### config.mk
export PLATFORM = sky130hd
export DESIGN_NAME = hsv_to_rgb_converter_top
export DESIGN_NICKNAME = d
export VERILOG_FILES = /design/src/rtl/hsv2rgb_pkg.sv /design/src/rtl/hsv2rgb_front.sv /design/src/rtl/hsv2rgb_mul.sv /design/src/rtl/hsv2rgb_out.sv /design/src/rtl/hsv_to_rgb_converter_top.sv
export SDC_FILE = /design/constraint.sdc
export NUM_CORES = 2
export LEC_CHECK = 0
export CAP_MARGIN = 15
export CORE_MARGIN = 1
export CORE_UTILIZATION = 55
export DETAILED_ROUTE_END_ITERATION = 7
export DONT_BUFFER_PORTS = 1
export PLACE_DENSITY = 0.78
export REMOVE_ABC_BUFFERS = 1
export SLEW_MARGIN = 20
export SYNTH_ARGS = -nofsm -noshare
export SYNTH_HDL_FRONTEND = slang
export SYNTH_SLANG_ARGS = --single-unit
### constraint.sdc
create_clock -name clk_i -period 9.83 [get_ports clk_i]
set_input_delay 1.966 -clock clk_i [delete_from_list [all_inputs] [get_ports clk_i]]
set_output_delay 1.966 -clock clk_i [all_outputs]
set_load 0.02 [all_outputs]
### src/rtl/hsv2rgb_pkg.sv
// Package for the HSV to RGB converter: sector codes, stage payload types
// and small arithmetic helpers. No dependencies.
`timescale 1ns / 1ps

package hsv2rgb_pkg;

  localparam logic [16:0] ONE_Q16 = 17'h1_0000;
  localparam logic [32:0] ONE_Q32 = 33'h1_0000_0000;

  // Color wheel sector, hue * 6 integer part.
  typedef enum logic [2:0] {
    SEC_RED_YELLOW   = 3'd0,
    SEC_YELLOW_GREEN = 3'd1,
    SEC_GREEN_CYAN   = 3'd2,
    SEC_CYAN_BLUE    = 3'd3,
    SEC_BLUE_MAGENTA = 3'd4,
    SEC_MAGENTA_RED  = 3'd5
  } sector_e;

  // Output of the front stages: the three Q.32 factors that scale v.
  typedef struct packed {
    sector_e     sector;
    logic [16:0] v;
    logic [32:0] kp;
    logic [32:0] kq;
    logic [32:0] kt;
  } coef_t;

  // Output of the multiply stage: p, q and t in Q.48.
  typedef struct packed {
    sector_e     sector;
    logic [16:0] v;
    logic [48:0] xp;
    logic [48:0] xq;
    logic [48:0] xt;
  } prod_t;

  // Clamp a Q1.16 value to 1.0.
  function automatic logic [16:0] sat_one(input logic [16:0] x);
    return (x > ONE_Q16) ? ONE_Q16 : x;
  endfunction

  // floor(x * 255 / 2^48) for x at most 2^48.
  function automatic logic [7:0] chan48(input logic [48:0] x);
    logic [56:0] m;
    m = {x, 8'b0} - 57'(x);
    return m[55:48];
  endfunction

  // floor(v * 255 / 2^16) for v at most 2^16.
  function automatic logic [7:0] chan16(input logic [16:0] v);
    logic [24:0] m;
    m = {v, 8'b0} - 25'(v);
    return m[23:16];
  endfunction

endpackage

### src/rtl/hsv2rgb_front.sv
// Front stages of the HSV to RGB converter: clamp, sector split, then the
// p, q and t scale factors. Depends on hsv2rgb_pkg.
`timescale 1ns / 1ps

module hsv2rgb_front (
  input  logic                clk_i,
  input  logic                rst_ni,
  input  logic                vld_i,
  output logic                rdy_o,
  input  logic [15:0]         hue_i,
  input  logic [16:0]         sat_i,
  input  logic [16:0]         val_i,
  output logic                vld_o,
  input  logic                rdy_i,
  output hsv2rgb_pkg::coef_t  coef_o
);

  logic                 a_vld_q;
  hsv2rgb_pkg::sector_e a_sec_q;
  logic [15:0]          a_f_q;
  logic [16:0]          a_s_q, a_v_q;
  logic                 b_vld_q;
  hsv2rgb_pkg::coef_t   b_coef_q, b_coef_d;
  logic                 rdy_a, rdy_b;
  logic [18:0]          h6;
  logic [32:0]          sf;

  assign rdy_b = !b_vld_q || rdy_i;
  assign rdy_a = !a_vld_q || rdy_b;
  assign rdy_o = rdy_a;

  assign h6 = {3'b0, hue_i} * 19'd6;

  always_ff @(posedge clk_i or negedge rst_ni) begin
    if (!rst_ni) begin
      a_vld_q <= 1'b0;
    end else if (rdy_a) begin
      a_vld_q <= vld_i;
    end
  end

  always_ff @(posedge clk_i) begin
    if (rdy_a && vld_i) begin
      a_sec_q <= hsv2rgb_pkg::sector_e'(h6[18:16]);
      a_f_q   <= h6[15:0];
      a_s_q   <= hsv2rgb_pkg::sat_one(sat_i);
      a_v_q   <= hsv2rgb_pkg::sat_one(val_i);
    end
  end

  // s*(1-f) is formed as s*2^16 - s*f so one multiplier serves both factors.
  assign sf = 33'(a_s_q) * 33'(a_f_q);

  always_comb begin
    b_coef_d.sector = a_sec_q;
    b_coef_d.v      = a_v_q;
    b_coef_d.kp     = {hsv2rgb_pkg::ONE_Q16 - a_s_q, 16'b0};
    b_coef_d.kq     = hsv2rgb_pkg::ONE_Q32 - sf;
    b_coef_d.kt     = hsv2rgb_pkg::ONE_Q32 - {a_s_q, 16'b0} + sf;
  end

  always_ff @(posedge clk_i or negedge rst_ni) begin
    if (!rst_ni) begin
      b_vld_q <= 1'b0;
    end else if (rdy_b) begin
      b_vld_q <= a_vld_q;
    end
  end

  always_ff @(posedge clk_i) begin
    if (rdy_b && a_vld_q) begin
      b_coef_q <= b_coef_d;
    end
  end

  assign vld_o  = b_vld_q;
  assign coef_o = b_coef_q;

endmodule

### src/rtl/hsv2rgb_mul.sv
// Multiply stage of the HSV to RGB converter: v times each scale factor,
// three parallel 17 by 33 bit products. Depends on hsv2rgb_pkg.
`timescale 1ns / 1ps

module hsv2rgb_mul (
  input  logic                clk_i,
  input  logic                rst_ni,
  input  logic                vld_i,
  output logic                rdy_o,
  input  hsv2rgb_pkg::coef_t  coef_i,
  output logic                vld_o,
  input  logic                rdy_i,
  output hsv2rgb_pkg::prod_t  prod_o
);

  logic               vld_q;
  hsv2rgb_pkg::prod_t prod_q, prod_d;

  assign rdy_o = !vld_q || rdy_i;

  always_comb begin
    prod_d.sector = coef_i.sector;
    prod_d.v      = coef_i.v;
    prod_d.xp     = 49'(coef_i.v) * 49'(coef_i.kp);
    prod_d.xq     = 49'(coef_i.v) * 49'(coef_i.kq);
    prod_d.xt     = 49'(coef_i.v) * 49'(coef_i.kt);
  end

  always_ff @(posedge clk_i or negedge rst_ni) begin
    if (!rst_ni) begin
      vld_q <= 1'b0;
    end else if (rdy_o) begin
      vld_q <= vld_i;
    end
  end

  always_ff @(posedge clk_i) begin
    if (rdy_o && vld_i) begin
      prod_q <= prod_d;
    end
  end

  assign vld_o  = vld_q;
  assign prod_o = prod_q;

endmodule

### src/rtl/hsv2rgb_out.sv
// Output stage of the HSV to RGB converter: scale to 8 bits, pick the
// sector permutation and hold the result register. Depends on hsv2rgb_pkg.
`timescale 1ns / 1ps

module hsv2rgb_out (
  input  logic                clk_i,
  input  logic                rst_ni,
  input  logic                vld_i,
  output logic                rdy_o,
  input  hsv2rgb_pkg::prod_t  prod_i,
  output logic                vld_o,
  input  logic                stall_i,
  output logic [7:0]          red_o,
  output logic [7:0]          green_o,
  output logic [7:0]          blue_o
);

  logic       vld_q;
  logic [7:0] red_q, green_q, blue_q;
  logic [7:0] red_d, green_d, blue_d;
  logic [7:0] cv, cp, cq, ct;

  assign rdy_o = !vld_q || !stall_i;

  assign cv = hsv2rgb_pkg::chan16(prod_i.v);
  assign cp = hsv2rgb_pkg::chan48(prod_i.xp);
  assign cq = hsv2rgb_pkg::chan48(prod_i.xq);
  assign ct = hsv2rgb_pkg::chan48(prod_i.xt);

  always_comb begin
    case (prod_i.sector)
      hsv2rgb_pkg::SEC_YELLOW_GREEN: begin
        red_d = cq; green_d = cv; blue_d = cp;
      end
      hsv2rgb_pkg::SEC_GREEN_CYAN: begin
        red_d = cp; green_d = cv; blue_d = ct;
      end
      hsv2rgb_pkg::SEC_CYAN_BLUE: begin
        red_d = cp; green_d = cq; blue_d = cv;
      end
      hsv2rgb_pkg::SEC_BLUE_MAGENTA: begin
        red_d = ct; green_d = cp; blue_d = cv;
      end
      hsv2rgb_pkg::SEC_MAGENTA_RED: begin
        red_d = cv; green_d = cp; blue_d = cq;
      end
      default: begin
        red_d = cv; green_d = ct; blue_d = cp;
      end
    endcase
  end

  always_ff @(posedge clk_i or negedge rst_ni) begin
    if (!rst_ni) begin
      vld_q <= 1'b0;
    end else if (rdy_o) begin
      vld_q <= vld_i;
    end
  end

  always_ff @(posedge clk_i) begin
    if (rdy_o && vld_i) begin
      red_q   <= red_d;
      green_q <= green_d;
      blue_q  <= blue_d;
    end
  end

  assign vld_o   = vld_q;
  assign red_o   = red_q;
  assign green_o = green_q;
  assign blue_o  = blue_q;

endmodule

### src/rtl/hsv_to_rgb_converter_top.sv
// Top level of the HSV to RGB converter pipeline.
// Depends on hsv2rgb_pkg, hsv2rgb_front, hsv2rgb_mul and hsv2rgb_out.
`timescale 1ns / 1ps

// Usage
// The input channel carries one pixel per transfer: hue in Q0.16 of a full
// turn, saturation and brightness in Q1.16 (values above 1.0 are clamped).
// The output channel carries one 8-bit red, green, blue triple per transfer.
// Both channels move a transfer on a rising edge where valid is high and
// stall is low.
// Each pixel passes through four stages in order into the output register;
// while the input is not stalled, one pixel is taken every cycle. The
// stages are the clamp and hue * 6 sector split, the s * f multiply for the
// scale factors, the three 17 by 33 bit products of v, and the scaling to 8
// bits with the sector permutation into the output register.
// When the receiver stalls, the result stays on the output unchanged and the
// stages behind it keep filling; empty stages absorb new pixels, so the input
// only stalls once every stage holds a pixel.
// Reset clears all valid bits; nothing else carries state from pixel to pixel.
// Black and gray need no special handling: with zero brightness every
// product is zero, and with zero saturation p, q and t all equal v.

module hsv_to_rgb_converter_top (
  input  logic        clk_i,
  input  logic        rst_ni,
  input  logic        in_valid_i,
  output logic        in_stall_o,
  input  logic [15:0] hue_i,
  input  logic [16:0] saturation_i,
  input  logic [16:0] brightness_i,
  output logic        out_valid_o,
  input  logic        out_stall_i,
  output logic [7:0]  red_o,
  output logic [7:0]  green_o,
  output logic [7:0]  blue_o
);

  logic               front_rdy;
  logic               coef_vld, coef_rdy;
  logic               prod_vld, prod_rdy;
  hsv2rgb_pkg::coef_t coef;
  hsv2rgb_pkg::prod_t prod;

  // Stages one and two: clamp, sector split and scale factors.
  hsv2rgb_front u_front (
    .clk_i  (clk_i),
    .rst_ni (rst_ni),
    .vld_i  (in_valid_i),
    .rdy_o  (front_rdy),
    .hue_i  (hue_i),
    .sat_i  (saturation_i),
    .val_i  (brightness_i),
    .vld_o  (coef_vld),
    .rdy_i  (coef_rdy),
    .coef_o (coef)
  );

  // Stage three: v times the factors.
  hsv2rgb_mul u_mul (
    .clk_i  (clk_i),
    .rst_ni (rst_ni),
    .vld_i  (coef_vld),
    .rdy_o  (coef_rdy),
    .coef_i (coef),
    .vld_o  (prod_vld),
    .rdy_i  (prod_rdy),
    .prod_o (prod)
  );

  // Stage four: 8-bit scaling, permutation and the output register.
  hsv2rgb_out u_out (
    .clk_i   (clk_i),
    .rst_ni  (rst_ni),
    .vld_i   (prod_vld),
    .rdy_o   (prod_rdy),
    .prod_i  (prod),
    .vld_o   (out_valid_o),
    .stall_i (out_stall_i),
    .red_o   (red_o),
    .green_o (green_o),
    .blue_o  (blue_o)
  );

  assign in_stall_o = !front_rdy;

endmodule

==> reports/results.tsv <==
metric	value	unit
busiest grt layer	met2	
DIE AREA	129000	sq um
Yosys cell types	92	
num rows	130	
met3 Use GR	0.0662	
Die Wd	359	microns
Synth Warn #	0	
Final #Nets	9402	
# setup viols final	0	
WL/cell	19.4	microns
first-pass GRT wire length	288000	microns
DRC violations left	0	
DRT iter0 DRCs	4133	
CTS tree	done	
syn_area_per_cell	9.16	sq um
Reg2Reg Depth	26	
io pins	80	
Syn Inst Count	7653	
EDFF count, synth	324	
layout cell share with drive strength beyond 1	0.0249	
reg2reg end	u_front.coef_o[32]	
post-detail-place hpwl	140000	microns
post-CTS setup buffers	0	
Critical R2R Launch	u_front.a_s_q[8]	
ys flop type	edfxtp_1	
# hold bufs at CTS	0	
# fillers	10500	
flop2flop setup slack	1.25	ns
register area	9830	sq um
Worst Path Max Fanout	18	
Max H-tree Level	2	
Final Worst Setup Slack	1.25	ns
DIE HEIGHT	359	microns
initial antenna violation count	3	
Worst EP required	10.18	ns
Place WS	1.41	ns
port bufs	0	
Hold Path Class	flip-flop to flip-flop	
core area	126000	sq um
skew final	0.0515	ns
final hold viol count	0	
TNS Setup	0	ns
Vias	52000	
grt ovf	0	
crit path capture	u_front.coef_o[32]	
MaxCap Viol Count	0	
Setup crit start	u_front.a_s_q[8]	
gpl congestion	0.942	
max-slew violation count	0	
post-DR vias/cell	5.71	
synthesis-stage register bit count	328	
RSZ-0062 raised after global routing	no	
status	completed	
Pre-antenna DRT Iters	6	
met2 Use GR	0.463	
post-CTS resize count	0	
Cell Area, Synth	70100	sq um
worst slew pin tran	1.11	ns
clk sink count	328	
Reg clk slew, reported paths	0.06	ns
Area growth, synth to finish	4.03	%
final worst path period share	0.873	
crit start category	flip-flop	
Peak Freq	117	MHz
root buf cell	clkbuf_16	
WS Path Type	flip-flop to flip-flop	
CTS Buf Count	43	
clk_lat worst skew	0.62	ns
met1 Resource Use GR	0.360	
Tmin final	8.58	ns
Longest Clk Path Bufs	3	
CP endpoint kind	flip-flop	
pin count of the biggest net entering global routing	82	
Detail Route Antenna Nets	0	
All-Layer GR Usage	0.281	
total wire length	177000	microns
relative slew slack	0.257	
Seq/Total Area, Yosys	0.140	
vias in the first global route	55300	
area taken by multi-input logic gates	53000	sq um
share of flip-flops with an asynchronous set or reset	0.0122	
crit path DAT	8.93	ns
Starting Density	0.556	
==> cell type report <==
cell class | count | area share
Multi-Input combinational cell | 5379 | 0.726
Sequential cell | 328 | 0.135
Inverter | 1591 | 0.0819
Tap cell | 1650 | 0.0283
Clock buffer | 49 | 0.0156
Timing Repair Buffer | 62 | 0.00854
Clock inverter | 28 | 0.00434
Antenna cell | 8 | 0.000274
==> critical path, stage by stage, from the launching register on <==
cell      delay, ns
edfxtp_1       0.71
and2_1         0.33
fa_1           0.53
inv_1          0.05
fa_1           0.47
inv_1          0.05
fa_1           0.51
fa_1           0.51
fa_1           0.49
inv_1          0.05
fa_1           0.47
inv_1          0.04
ha_1           0.42
o211ai_1       0.11
o211ai_1       0.40
nand4_1        0.21
o21ai_0        0.24
xor2_1         0.44
ha_1           0.34
ha_1           0.37
nand2_1        0.11
nor2_1         0.05
a221o_1        0.36
o41ai_1        0.46
o21ai_1        0.26
mux2i_1        0.18
xnor2_1        0.14
==> placed cells by master, fill, tap and decap left out, drive strengths merged, types with 9 or more instances in the layout <==
cell type and instances:
o21a 48, nor2 169, and3 38, xor2 61
clkbuf 49, xnor2 183, nor2b 66, edfxtp 324
a211oi 34, nor3 70, and2 518, a21o 126
a2111oi 10, nor4 30, a21boi 9, ha 630
nand3 63, mux2i 13, o211ai 26, a311oi 11
a41oi 9, or2 16, a31oi 31, o21ai 155
inv 1594, nand2 1285, fa 1313, o31ai 10
nand2b 22, and4 13, clkinv 17, o21bai 28
a21oi 237, nand4 30, buf 62, o311ai 9
==> routing by layer <==
metal / share of wire / wire (microns) / vias up
li1: - / - / 23100
met1: 0.40 / 70300 / 26200
met2: 0.47 / 82500 / 2193
met3: 0.095 / 16900 / 440
met4: 0.040 / 7100 / 4
met5: 0.00015 / 26 / -
==> synthesized netlist by cell type, types with 6 or more instances <==
cell type  number  share of area
a21oi_1       233          0.017
o21a_1         48         0.0051
o211ai_1       24         0.0026
a31oi_1        30         0.0027
a31o_2          6        0.00075
inv_1        1589          0.085
mux2i_1        13         0.0019
nor2_1        168         0.0090
a22oi_1         6        0.00064
nor2b_1        65         0.0058
nand4_1        30         0.0027
and2_1        518          0.046
ha_1          630           0.11
or4_1           7        0.00075
a211oi_1       33         0.0035
o2111ai_1       7        0.00087
and3_1         37         0.0033
a311oi_1       11         0.0014
edfxtp_1      324           0.14
o21ai_1        10        0.00071
a41oi_1         8         0.0010
clkbuf_1      349          0.019
o21bai_1       28         0.0030
a221oi_1        6        0.00075
a2111oi_0       9         0.0011
o31ai_1        10         0.0011
o221ai_1        6        0.00075
nor4_1         28         0.0025
xor2_1         61         0.0076
nand2b_1       22         0.0020
nor3_1         70         0.0050
nand4b_1        6        0.00075
a211o_1         7        0.00087
or3_1           8        0.00071
a21boi_0        9        0.00096
fa_1         1313           0.37
a21o_1        126          0.013
nand3_1        63         0.0045
nand2_1      1285          0.069
and4_1         13         0.0016
xnor2_1       179          0.022
o21ai_0       145          0.010
or2_2          13         0.0012
==> sequential cells by signal, indices dropped and copies added (netlist names), 3 cells and up <==
signal           cells
u_front.a_sec_q      3
u_out.green_o        8
u_mul.prod_o       148
u_front.coef_o     100
u_out.blue_o         8
u_out.red_o          8
u_front.a_s_q       17
u_front.a_f_q       15
u_front.a_v_q       17
==> worst min path at each step <==
stage | cells past startpoint | start | slack [ns] | endpoint
2_1_floorplan | 0 | u_front.a_v_q[1] | 0.40 | u_front.coef_o[100]
3_3_place_gp | 0 | u_front.a_v_q[16] | 0.40 | u_front.coef_o[115]
3_5_place_dp | 0 | u_front.a_v_q[12] | 0.41 | u_front.coef_o[111]
4_1_cts | 0 | u_front.a_v_q[12] | 0.42 | u_front.coef_o[111]
5_1_grt | 0 | u_front.a_v_q[12] | 0.43 | u_front.coef_o[111]
6_report | 0 | u_front.a_v_q[12] | 0.42 | u_front.coef_o[111]
==> kinds of logic after synthesis <==
family	share of synthesized area
muxes	0.00202
AOI/OAI and AO/OA	0.0759
xor gates and xnor gates	0.0309
buffers and inverters	0.105
DFF	0.140
adders and majority gates	0.487
and+or+nand+nor	0.159
==> stage by stage <==
| step | utilization | area, sq um | hold WS, ns | std cells |
|---|---|---|---|---|
| floorplan | - | 68800 | 0.400 | 7298 |
| global placement | 0.567 | 71500 | 0.401 | 9009 |
| detailed placement | 0.567 | 71500 | 0.405 | 9010 |
| CTS | 0.579 | 72900 | 0.419 | 9087 |
| global route | 0.579 | 72900 | 0.427 | 9087 |
| finish | 0.579 | 73000 | 0.420 | 9095 |
Power is left out: the tool's default activity adds up to more than one toggle a clock period on the data nets, which glitch-free logic cannot reach.
